$ cat src/hdl/cgtc_pkg.sv
package cgtc_pkg;

    // pipeline depth, input register through output register
    localparam int NUM_STAGES = 8;

    // direction codes
    localparam logic KIND_CAL2GPS = 1'b0;
    localparam logic KIND_GPS2CAL = 1'b1;

    // calendar span
    localparam int YEAR_MIN = 1980;
    localparam int YEAR_MAX = 2200;

    // time units in milliseconds
    localparam int MS_PER_MIN  = 60000;
    localparam int MS_PER_HOUR = 3600000;
    localparam int MS_PER_DAY  = 86400000;
    localparam int MS_PER_WEEK = 604800000;
    localparam int SEC_MS_MAX  = 59999;

    // day numbers
    localparam int MJD_GPS_EPOCH  = 44244;
    localparam int MJD_CAL_OFFSET = 679019;
    // day count since the gps epoch = date sum - N_OFFSET - century correction
    localparam int N_OFFSET       = MJD_CAL_OFFSET + MJD_GPS_EPOCH;

    // mjd to date: b relative to the gps epoch (alpha = 15 at the epoch)
    localparam int B_BASE = MJD_GPS_EPOCH + 2400001 + 1525 + 15 - 15 / 4;
    localparam int C_BASE = (100 * B_BASE - 12210) / 36525;
    localparam int X_BIAS = 100 * B_BASE - 12210 - 36525 * C_BASE;

    // century correction steps, as day offsets from the epoch
    localparam int ALPHA_NUM0 = 4 * (MJD_GPS_EPOCH + 2400001) - 7468865;
    localparam int ALPHA_T17  = (17 * 146097 - ALPHA_NUM0 + 3) / 4;
    localparam int ALPHA_T18  = (18 * 146097 - ALPHA_NUM0 + 3) / 4;

    // year offsets from the 365.25 day count
    localparam int YEAR_OFS_EARLY = 4715;
    localparam int YEAR_OFS_LATE  = 4716;

    // reciprocal multipliers for constant division
    localparam int K_DIV7 = 20;
    localparam longint unsigned M_DIV7 = ((64'd1 << K_DIV7) + 64'd6) / 64'd7;
    localparam int K_HOUR = 49;
    localparam longint unsigned M_HOUR =
        ((64'd1 << K_HOUR) + 64'(MS_PER_HOUR) - 64'd1) / 64'(MS_PER_HOUR);
    localparam int K_MIN = 38;
    localparam longint unsigned M_MIN =
        ((64'd1 << K_MIN) + 64'(MS_PER_MIN) - 64'd1) / 64'(MS_PER_MIN);
    localparam int K_CENT = 40;
    localparam longint unsigned M_CENT = ((64'd1 << K_CENT) + 64'd36524) / 64'd36525;

    // floor(30.6001 * i)
    localparam logic [8:0] DM_TAB [16] = '{
        9'd0,   9'd30,  9'd61,  9'd91,  9'd122, 9'd153, 9'd183, 9'd214,
        9'd244, 9'd275, 9'd306, 9'd336, 9'd367, 9'd397, 9'd428, 9'd459
    };

    typedef struct packed {
        logic        kind;
        logic [11:0] year;
        logic [3:0]  month;
        logic [4:0]  day;
        logic [4:0]  hour;
        logic [5:0]  minute;
        logic [15:0] second_ms;
        logic [13:0] gps_week;
        logic [29:0] sow_ms;
    } cgtc_in_t;

    typedef struct packed {
        logic [11:0] out_year;
        logic [3:0]  out_month;
        logic [4:0]  out_day;
        logic [4:0]  out_hour;
        logic [5:0]  out_minute;
        logic [15:0] out_second_ms;
        logic [13:0] out_week;
        logic [29:0] out_sow_ms;
        logic        range_error;
    } cgtc_out_t;

    typedef struct packed {
        logic [NUM_STAGES-1:0] load;
        logic                  out_valid;
    } pipe_ctl_t;

    // days in month, month assumed 1..12
    function automatic logic [4:0] month_days(logic [3:0] month, logic leap);
        logic [4:0] len;
        case (month) inside
            4'd2:
            begin
                len = leap ? 5'd29 : 5'd28;
            end
            4'd4, 4'd6, 4'd9, 4'd11:
            begin
                len = 5'd30;
            end
            default:
            begin
                len = 5'd31;
            end
        endcase
        return len;
    endfunction

endpackage

$ cat src/hdl/cgtc_ifs.sv
// request channel
interface cgtc_in_if;
    logic                 valid;
    logic                 ready;
    cgtc_pkg::cgtc_in_t   data;

    modport source (output valid, output data, input ready);
    modport sink   (input valid, input data, output ready);
endinterface

// result channel
interface cgtc_out_if;
    logic                 valid;
    logic                 ready;
    cgtc_pkg::cgtc_out_t  data;

    modport source (output valid, output data, input ready);
    modport sink   (input valid, input data, output ready);
endinterface

$ cat src/hdl/calendar_gps_time_converter_unit.sv
// Converts a calendar date and time (year, month, day, hour, minute, milliseconds of
// minute) to GPS week and milliseconds of week when kind is 0, and back when kind is 1,
// through the modified julian day number in exact integer arithmetic; leap seconds are
// not applied. A word that is malformed, falls before 1980-01-06 00:00 or lands after
// year 2200 returns range_error set with every other field zero, and the fields of the
// unused direction are always zero. The unit takes one word per clock while the pipe has
// room; each result passes through eight register stages, paced by the chain of
// reciprocal multiplies (day of week, hour, minute, then the 36525-day century step
// followed by the 365.25-day year step). Words leave in order; a held output stalls only
// the stages that are full, so bubbles close up and new words keep entering.
module calendar_gps_time_converter_unit (
    input  logic        clk,
    input  logic        rst_n,
    cgtc_in_if.sink     req,
    cgtc_out_if.source  rsp
);

    typedef struct packed {
        logic        kind;
        logic        err;
        logic [13:0] week;
        logic [29:0] sow_ms;
        logic [4:0]  hour;
    } tail_t;

    cgtc_pkg::pipe_ctl_t ctl;
    cgtc_pkg::cgtc_in_t  in_w;

    // stage 1
    logic        leap;
    logic [4:0]  mdays;
    logic        bad_cal;
    logic [11:0] ya;
    logic [3:0]  tidx;
    logic [1:0]  corr_sub;
    logic [22:0] quarter;
    logic [23:0] sumu;
    logic        n_neg;
    logic [2:0]  dow;
    logic        sow_bad;
    logic [29:0] ms1_full;
    logic        s1_kind_reg, s1_kind_next;
    logic        s1_err_reg, s1_err_next;
    logic [16:0] s1_n_reg, s1_n_next;
    logic [10:0] s1_hm_reg, s1_hm_next;
    logic [15:0] s1_sec_reg;
    logic [16:0] s1_off_reg, s1_off_next;
    logic [26:0] s1_ms1_reg, s1_ms1_next;

    // stage 2
    logic [34:0] q_prod;
    logic [54:0] h_prod;
    logic        s2_kind_reg;
    logic        s2_err_reg;
    logic [16:0] s2_n_reg;
    logic [14:0] s2_q_reg, s2_q_next;
    logic [26:0] s2_ms0_reg, s2_ms0_next;
    logic [16:0] s2_off_reg;
    logic [26:0] s2_ms1_reg;
    logic [4:0]  s2_hour_reg, s2_hour_next;

    // stage 3
    logic [16:0] q7;
    logic [2:0]  rem7;
    logic [26:0] hrem_full;
    logic [1:0]  adj;
    tail_t       s3_tail_reg, s3_tail_next;
    logic [16:0] s3_bd_reg, s3_bd_next;
    logic [21:0] s3_hrem_reg, s3_hrem_next;

    // stage 4
    logic [44:0] m_prod;
    tail_t       s4_tail_reg;
    logic [16:0] s4_bd_reg;
    logic [23:0] s4_x_reg, s4_x_next;
    logic [21:0] s4_hrem_reg;
    logic [5:0]  s4_min_reg, s4_min_next;

    // stage 5
    logic [48:0] c_prod;
    logic [21:0] sec_full;
    tail_t       s5_tail_reg;
    logic [16:0] s5_bd_reg;
    logic [8:0]  s5_cq_reg, s5_cq_next;
    logic [5:0]  s5_min_reg;
    logic [15:0] s5_sec_reg, s5_sec_next;

    // stage 6
    logic [12:0] c_full;
    logic [23:0] d_full;
    logic [21:0] bmd_full;
    tail_t       s6_tail_reg;
    logic [12:0] s6_c_reg;
    logic [8:0]  s6_bmd_reg, s6_bmd_next;
    logic [5:0]  s6_min_reg;
    logic [15:0] s6_sec_reg;

    // stage 7
    tail_t       s7_tail_reg;
    logic [12:0] s7_c_reg;
    logic [8:0]  s7_bmd_reg;
    logic [3:0]  s7_e_reg, s7_e_next;
    logic [5:0]  s7_min_reg;
    logic [15:0] s7_sec_reg;

    // output stage
    logic [8:0]  day_full;
    logic [3:0]  mo;
    logic [12:0] yr;
    logic        yr_bad;
    cgtc_pkg::cgtc_out_t out_reg, out_next;

    cgtc_pipe_ctrl u_ctrl (
        .clk       (clk),
        .rst_n     (rst_n),
        .in_valid  (req.valid),
        .out_ready (rsp.ready),
        .ctl       (ctl)
    );

    assign in_w      = req.data;
    assign req.ready = ctl.load[0];
    assign rsp.valid = ctl.out_valid;
    assign rsp.data  = out_reg;

    // stage 1: field checks, day count since epoch, day of week split
    always_comb
    begin
        leap  = (in_w.year[1:0] == 2'b00) && (in_w.year != 12'd2100) &&
                (in_w.year != 12'd2200);
        mdays = cgtc_pkg::month_days(in_w.month, leap);
        bad_cal = (in_w.year < 12'(cgtc_pkg::YEAR_MIN)) ||
                  (in_w.year > 12'(cgtc_pkg::YEAR_MAX)) ||
                  (in_w.month == 4'd0) || (in_w.month > 4'd12) ||
                  (in_w.day == 5'd0) || (in_w.day > mdays) ||
                  (in_w.hour > 5'd23) || (in_w.minute > 6'd59) ||
                  (in_w.second_ms > 16'(cgtc_pkg::SEC_MS_MAX));

        // january and february count as months 13 and 14 of the year before
        ya   = (in_w.month <= 4'd2) ? in_w.year - 12'd1 : in_w.year;
        tidx = (in_w.month <= 4'd2) ? in_w.month + 4'd13 : in_w.month + 4'd1;
        // gregorian century correction over the span
        corr_sub = (ya >= 12'd2200) ? 2'd2 : ((ya >= 12'd2100) ? 2'd1 : 2'd0);
        quarter  = 23'((23'(ya) * 23'd1461) >> 2);
        sumu     = 24'(quarter) + 24'(cgtc_pkg::DM_TAB[tidx]) + 24'(in_w.day);
        n_neg    = sumu < (24'(cgtc_pkg::N_OFFSET) + 24'(corr_sub));
        s1_n_next  = 17'(sumu - 24'(cgtc_pkg::N_OFFSET) - 24'(corr_sub));
        s1_hm_next = 11'(11'(in_w.hour) * 11'd60 + 11'(in_w.minute));

        // whole days of the week by threshold count
        sow_bad = in_w.sow_ms >= 30'(cgtc_pkg::MS_PER_WEEK);
        dow = 3'd0;
        for (int k = 1; k <= 6; k++)
        begin
            if (in_w.sow_ms >= 30'(k * cgtc_pkg::MS_PER_DAY))
            begin
                dow = dow + 3'd1;
            end
        end
        ms1_full    = in_w.sow_ms - 30'(30'(dow) * 30'(cgtc_pkg::MS_PER_DAY));
        s1_ms1_next = ms1_full[26:0];
        s1_off_next = 17'(17'(in_w.gps_week) * 17'd7 + 17'(dow));

        s1_kind_next = in_w.kind;
        s1_err_next  = (in_w.kind == cgtc_pkg::KIND_GPS2CAL) ? sow_bad : (bad_cal || n_neg);
    end

    always_ff @(posedge clk)
    begin
        if (ctl.load[0])
        begin
            s1_kind_reg <= s1_kind_next;
            s1_err_reg  <= s1_err_next;
            s1_n_reg    <= s1_n_next;
            s1_hm_reg   <= s1_hm_next;
            s1_sec_reg  <= in_w.second_ms;
            s1_off_reg  <= s1_off_next;
            s1_ms1_reg  <= s1_ms1_next;
        end
    end

    // stage 2: weeks from days, time of day in ms, hour of day
    always_comb
    begin
        q_prod       = 35'(s1_n_reg) * 35'(cgtc_pkg::M_DIV7);
        s2_q_next    = q_prod[cgtc_pkg::K_DIV7 +: 15];
        s2_ms0_next  = 27'(27'(s1_hm_reg) * 27'(cgtc_pkg::MS_PER_MIN) + 27'(s1_sec_reg));
        h_prod       = 55'(s1_ms1_reg) * 55'(cgtc_pkg::M_HOUR);
        s2_hour_next = h_prod[cgtc_pkg::K_HOUR +: 5];
    end

    always_ff @(posedge clk)
    begin
        if (ctl.load[1])
        begin
            s2_kind_reg <= s1_kind_reg;
            s2_err_reg  <= s1_err_reg;
            s2_n_reg    <= s1_n_reg;
            s2_q_reg    <= s2_q_next;
            s2_ms0_reg  <= s2_ms0_next;
            s2_off_reg  <= s1_off_reg;
            s2_ms1_reg  <= s1_ms1_reg;
            s2_hour_reg <= s2_hour_next;
        end
    end

    // stage 3: ms of week, ms left in the hour, century-corrected day offset
    always_comb
    begin
        q7   = 17'(17'(s2_q_reg) * 17'd7);
        rem7 = 3'(s2_n_reg - q7);
        s3_tail_next.kind   = s2_kind_reg;
        s3_tail_next.err    = s2_err_reg;
        s3_tail_next.week   = s2_q_reg[13:0];
        s3_tail_next.sow_ms = 30'(30'(rem7) * 30'(cgtc_pkg::MS_PER_DAY) + 30'(s2_ms0_reg));
        s3_tail_next.hour   = s2_hour_reg;

        hrem_full    = s2_ms1_reg - 27'(27'(s2_hour_reg) * 27'(cgtc_pkg::MS_PER_HOUR));
        s3_hrem_next = hrem_full[21:0];

        adj = 2'(s2_off_reg >= 17'(cgtc_pkg::ALPHA_T17)) +
              2'(s2_off_reg >= 17'(cgtc_pkg::ALPHA_T18));
        s3_bd_next = s2_off_reg + 17'(adj);
    end

    always_ff @(posedge clk)
    begin
        if (ctl.load[2])
        begin
            s3_tail_reg <= s3_tail_next;
            s3_bd_reg   <= s3_bd_next;
            s3_hrem_reg <= s3_hrem_next;
        end
    end

    // stage 4: scaled day count for the century step, minute of hour
    always_comb
    begin
        s4_x_next   = 24'(24'(s3_bd_reg) * 24'd100 + 24'(cgtc_pkg::X_BIAS));
        m_prod      = 45'(s3_hrem_reg) * 45'(cgtc_pkg::M_MIN);
        s4_min_next = m_prod[cgtc_pkg::K_MIN +: 6];
    end

    always_ff @(posedge clk)
    begin
        if (ctl.load[3])
        begin
            s4_tail_reg <= s3_tail_reg;
            s4_bd_reg   <= s3_bd_reg;
            s4_x_reg    <= s4_x_next;
            s4_hrem_reg <= s3_hrem_reg;
            s4_min_reg  <= s4_min_next;
        end
    end

    // stage 5: years of 365.25 days past the base, ms of minute
    always_comb
    begin
        c_prod      = 49'(s4_x_reg) * 49'(cgtc_pkg::M_CENT);
        s5_cq_next  = c_prod[cgtc_pkg::K_CENT +: 9];
        sec_full    = s4_hrem_reg - 22'(22'(s4_min_reg) * 22'(cgtc_pkg::MS_PER_MIN));
        s5_sec_next = sec_full[15:0];
    end

    always_ff @(posedge clk)
    begin
        if (ctl.load[4])
        begin
            s5_tail_reg <= s4_tail_reg;
            s5_bd_reg   <= s4_bd_reg;
            s5_cq_reg   <= s5_cq_next;
            s5_min_reg  <= s4_min_reg;
            s5_sec_reg  <= s5_sec_next;
        end
    end

    // stage 6: days into the shifted year
    always_comb
    begin
        c_full      = 13'(s5_cq_reg) + 13'(cgtc_pkg::C_BASE);
        d_full      = 24'((24'(c_full) * 24'd1461) >> 2);
        bmd_full    = 22'(s5_bd_reg) + 22'(cgtc_pkg::B_BASE) - d_full[21:0];
        s6_bmd_next = bmd_full[8:0];
    end

    always_ff @(posedge clk)
    begin
        if (ctl.load[5])
        begin
            s6_tail_reg <= s5_tail_reg;
            s6_c_reg    <= c_full;
            s6_bmd_reg  <= s6_bmd_next;
            s6_min_reg  <= s5_min_reg;
            s6_sec_reg  <= s5_sec_reg;
        end
    end

    // stage 7: shifted month by 30.6001-day thresholds
    always_comb
    begin
        s7_e_next = 4'd0;
        for (int k = 1; k < 16; k++)
        begin
            if (s6_bmd_reg > cgtc_pkg::DM_TAB[k])
            begin
                s7_e_next = s7_e_next + 4'd1;
            end
        end
    end

    always_ff @(posedge clk)
    begin
        if (ctl.load[6])
        begin
            s7_tail_reg <= s6_tail_reg;
            s7_c_reg    <= s6_c_reg;
            s7_bmd_reg  <= s6_bmd_reg;
            s7_e_reg    <= s7_e_next;
            s7_min_reg  <= s6_min_reg;
            s7_sec_reg  <= s6_sec_reg;
        end
    end

    // output stage: calendar fields, span check, result word
    always_comb
    begin
        day_full = s7_bmd_reg - cgtc_pkg::DM_TAB[s7_e_reg];
        mo = (s7_e_reg < 4'd14) ? s7_e_reg - 4'd1 : s7_e_reg - 4'd13;
        yr = (mo > 4'd2) ? s7_c_reg - 13'(cgtc_pkg::YEAR_OFS_LATE)
                         : s7_c_reg - 13'(cgtc_pkg::YEAR_OFS_EARLY);
        yr_bad = yr > 13'(cgtc_pkg::YEAR_MAX);

        out_next = '0;
        if (s7_tail_reg.err || ((s7_tail_reg.kind == cgtc_pkg::KIND_GPS2CAL) && yr_bad))
        begin
            out_next.range_error = 1'b1;
        end
        else if (s7_tail_reg.kind == cgtc_pkg::KIND_CAL2GPS)
        begin
            out_next.out_week   = s7_tail_reg.week;
            out_next.out_sow_ms = s7_tail_reg.sow_ms;
        end
        else
        begin
            out_next.out_year      = yr[11:0];
            out_next.out_month     = mo;
            out_next.out_day       = day_full[4:0];
            out_next.out_hour      = s7_tail_reg.hour;
            out_next.out_minute    = s7_min_reg;
            out_next.out_second_ms = s7_sec_reg;
        end
    end

    always_ff @(posedge clk)
    begin
        if (ctl.load[7])
        begin
            out_reg <= out_next;
        end
    end

endmodule

$ cat src/hdl/cgtc_pipe_ctrl.sv
module cgtc_pipe_ctrl (
    input  logic                clk,
    input  logic                rst_n,
    input  logic                in_valid,
    input  logic                out_ready,
    output cgtc_pkg::pipe_ctl_t ctl
);

    logic [cgtc_pkg::NUM_STAGES-1:0] valid_reg;
    logic [cgtc_pkg::NUM_STAGES-1:0] valid_next;
    logic [cgtc_pkg::NUM_STAGES-1:0] adv;

    // a stage may load when empty or when its word moves on
    always_comb
    begin
        adv[cgtc_pkg::NUM_STAGES-1] = !valid_reg[cgtc_pkg::NUM_STAGES-1] || out_ready;
        for (int i = cgtc_pkg::NUM_STAGES - 2; i >= 0; i--)
        begin
            adv[i] = !valid_reg[i] || adv[i+1];
        end
        valid_next[0] = adv[0] ? in_valid : valid_reg[0];
        for (int i = 1; i < cgtc_pkg::NUM_STAGES; i++)
        begin
            valid_next[i] = adv[i] ? valid_reg[i-1] : valid_reg[i];
        end
    end

    always_ff @(posedge clk or negedge rst_n)
    begin
        if (!rst_n)
        begin
            valid_reg <= '0;
        end
        else
        begin
            valid_reg <= valid_next;
        end
    end

    assign ctl.load      = adv;
    assign ctl.out_valid = valid_reg[cgtc_pkg::NUM_STAGES-1];

endmodule

$ cat src/flat_wrapper.sv
// flat-port wrapper written by rule: the top's interface ports become plain ports
module calendar_gps_time_converter_unit_flat 
  (clk, rst_n, req_valid, req_data, req_ready, rsp_valid, rsp_data, rsp_ready);
  cgtc_in_if req_i ();
  cgtc_out_if rsp_i ();
  input  logic clk;
  input  logic rst_n;
  input wire logic [$bits(req_i.valid)-1:0] req_valid;
  input wire logic [$bits(req_i.data)-1:0] req_data;
  output wire logic [$bits(req_i.ready)-1:0] req_ready;
  output wire logic [$bits(rsp_i.valid)-1:0] rsp_valid;
  output wire logic [$bits(rsp_i.data)-1:0] rsp_data;
  input wire logic [$bits(rsp_i.ready)-1:0] rsp_ready;
  assign req_i.valid = req_valid;
  assign req_i.data = req_data;
  assign req_ready = req_i.ready;
  assign rsp_valid = rsp_i.valid;
  assign rsp_data = rsp_i.data;
  assign rsp_i.ready = rsp_ready;
  calendar_gps_time_converter_unit u_core (.clk(clk), .rst_n(rst_n), .req(req_i), .rsp(rsp_i));
endmodule
$ cat config.mk
export PLATFORM = sky130hd
export DESIGN_NAME = calendar_gps_time_converter_unit_flat
export DESIGN_NICKNAME = d
export VERILOG_FILES = /design/src/hdl/cgtc_pkg.sv /design/src/hdl/cgtc_ifs.sv /design/src/hdl/calendar_gps_time_converter_unit.sv /design/src/hdl/cgtc_pipe_ctrl.sv /design/src/flat_wrapper.sv
export SDC_FILE = /design/constraint.sdc
export NUM_CORES = 2
export LEC_CHECK = 0
export ABC_CLOCK_PERIOD_IN_PS = 17410
export BUFFER_PORTS_ARGS = -buffer_cell sky130_fd_sc_hd__buf_4
export CAP_MARGIN = 20
export CORE_MARGIN = 2
export CORE_UTILIZATION = 30
export DETAILED_ROUTE_END_ITERATION = 16
export GPL_TIMING_DRIVEN = 0
export PLACE_DENSITY = 0.4
export SETUP_SLACK_MARGIN = 0.1
export SYNTH_ARGS = -nofsm -noshare
export SYNTH_HDL_FRONTEND = slang
export SYNTH_SLANG_ARGS = --single-unit
export TNS_END_PERCENT = 20
$ cat constraint.sdc
create_clock -name clk -period 17.41 [get_ports clk]
set_input_delay 0 -clock clk [delete_from_list [all_inputs] [get_ports clk]]
set_output_delay 0 -clock clk [all_outputs]
set_load 0.1 [all_outputs]
==> impl_metrics.json <==
{
  "nFillCells": 25300,
  "grt_pass1_wl_um": 291000,
  "grt_overflow": 0,
  "place.gp.congestion": 0.835,
  "report.final.setup_viol": 0,
  "core_mm2": 0.251,
  "grt.total_usage_pct": 14.7,
  "finClkSkew_ps": 66.8,
  "reg2reg_to": "u_core.s7_e_reg[1]",
  "clock_latency_ps": 750,
  "startpoint_type": "register",
  "status": "finished clean",
  "clock-root-buffer": "clkbuf_16",
  "slew_violations": 0,
  "cp_max_fo": 10,
  "nNetsFinal": 9223,
  "drtPass1Iterations": 5,
  "ys_types": 102,
  "worstSetupPathType": "reg2reg",
  "viasPerCell": 4.42,
  "hold_class": "in2reg",
  "regToRegStartpoint": "u_core.s6_bmd_reg[8]",
  "area_delta_synth_final_pct": 13.7,
  "start_util_pct": 30.2,
  "arrival_ps": 10210,
  "pin_count": 192,
  "die_h_um": 507,
  "crit_path_top_delay_cell": "edfxtp_1",
  "grt_pass1_vias": 50300,
  "wl_per_cell_um": 17.9,
  "grt_max_degree": 57,
  "hold_viol_final": 0,
  "r2r_cells": 43,
  "path_clk_slew_ps": 60,
  "yosys-top-cells-count": "1,465 x inv_1, 1,361 x ha_1, 889 x fa_1",
  "r2r_slack_ps": 7640,
  "yosys_warnings": 0,
  "dp_hpwl_um": 152000,
  "row_count": 184,
  "ys_seq_area_share_pct": 29.7,
  "cp_slowest_stage_delay_ps": 400,
  "fin_util_pct": 34.3,
  "syn_nets": 8818,
  "seqCellArea_mm2": 0.0225,
  "final.period_utilization_pct": 56.1,
  "cpMostUsedCell": "ha_1",
  "endpoint_kind": "register",
  "multiInputGateArea_mm2": 0.0477,
  "max_cap_viol_count": 0,
  "largest_register_ffs": 93,
  "fmax_mhz": 102,
  "clock_sinks": 751,
  "synth_top_area_share_pct": 29.4,
  "netlist_instances": 6471,
  "drive_gt1_share_pct": 6.33,
  "synth.most_common_cell": "inv_1",
  "cts_tree": "built",
  "finalCriticalPeriod_ps": 9770,
  "die_x_um": 507,
  "routed-via-count": 45600,
  "cts_buffer_depth": 3,
  "drt_iter0_drc": 1804,
  "drcViolationCount": 0,
  "htreeDepth": 3,
  "relSlewSlack_pct": 22.9,
  "antenna_found_initial": 30,
  "hold-path-cell-count": 5,
  "worst_slew_pin_slew_ps": 1140,
  "synthTopCellsByArea": "edfxtp_1 29%, fa_1 23%, ha_1 22%",
  "hp-start": "req_data[32]",
  "die_area_mm2": 0.257,
  "synthArstFlopShare_pct": 1.07,
  "rsz0062_at_grt": "no",
  "synth_area_mm2": 0.0759,
  "cts_resized": 0,
  "cts_made_buffers": 95,
  "ys_ff_latch": 751,
  "synth_area_per_cell_um2": 11.7,
  "wirelength_um": 184000,
  "worst_ep_required_time_ps": 17850,
  "ys.flop_type": "edfxtp_1",
  "synth_edf_count": 743,
  "yosysTopAreaCell": "edfxtp_1",
  "hold_end": "u_core.s1_off_reg[4]",
  "ant_nets": 0,
  "io_buffers": 186
}
==> area by class of cell <==
| type | count | share of cell area, % |
|---|---|---|
| antenna | 10 | 0.0290 |
| tap | 3348 | 4.86 |
| multi-input combinational | 4215 | 55.3 |
| timing repair buffer | 308 | 3.36 |
| sequential | 751 | 26.1 |
| clock inverter | 65 | 0.902 |
| buffer | 39 | 0.212 |
| clock buffer | 110 | 2.83 |
| inverter | 1466 | 6.39 |
==> layout by cell type, fill, tap and decap left out, types with 65 or more instances in the layout <==
master	n
ha_1	1361
xor2_1	111
inv_1	1463
dlygate4sd3_1	101
o21ai_0	103
nand2_1	154
nor2_1	203
a21o_1	86
a21oi_1	210
fa_1	889
clkbuf_16	95
buf_4	188
nand3_1	73
xnor2_1	275
and2_1	65
edfxtp_1	743
==> critical path: cells and delay by family (launching register included) <==
family                     cells  cell delay (ps)
and+or+nand+nor                7              830
xor gates and xnor gates       1              120
muxes                          5             1480
AOI/OAI and AO/OA              9             1790
buffers and inverters          8              940
adders and majority gates     13             3940
DFF                            1              400
==> routing by layer <==
layer  wire length (um)  up-vias  global-route usage, %
met3               4880      220                   1.76
met4               4940        0                   4.22
met5                  0        -                      0
li1                   -    22400                      -
met2              89000      518                   25.0
met1              85700    22400                   19.7
==> worst max path at each step <==
stage                               startpoint                         end  cells after the start
finish                    u_core.s6_bmd_reg[8]          u_core.s7_e_reg[1]                     43
global route              u_core.s6_bmd_reg[8]          u_core.s7_e_reg[2]                     45
CTS                       u_core.s6_bmd_reg[8]          u_core.s7_e_reg[2]                     45
detailed placement                req_data[23]       u_core.s1_ms1_reg[26]                     35
global placement    u_core.u_ctrl.valid_reg[7]  u_core.u_ctrl.valid_reg[0]                      7
floorplan           u_core.u_ctrl.valid_reg[7]           u_core.s1_err_reg                      6
==> timing repair <==
action,in CTS,in global routing
hold endpoints to repair,79,0
hold buffers,101,0
setup buffers,0,0
==> through the flow <==
step                      TNS, ps  instance area (um^2)  setup slack, ps  instances  hold WS [ps]
after floorplan                 0                 75900             6320       6471          -296
after global placement       -108                 81500             -108      10000          -150
after detailed placement        0                 82000             7610      10000          -149
after CTS                       0                 86300             7560      10300          27.2
after global routing            0                 86300             6810      10300          70.0
final                           0                 86300             7640      10300          86.3
==> cell families after synthesis <==
logic type,count (synthesis),synth area share (%)
adders and majority gates,2250,45.9
buffers and inverters,1505,7.49
and+or+nand+nor,823,5.58
DFF,751,29.7
AOI/OAI and AO/OA,720,6.30
xor gates and xnor gates,396,4.70
muxes,26,0.360
Power is left out: the tool's default activity adds up to more than one toggle a clock period on the data nets, which glitch-free logic cannot reach.
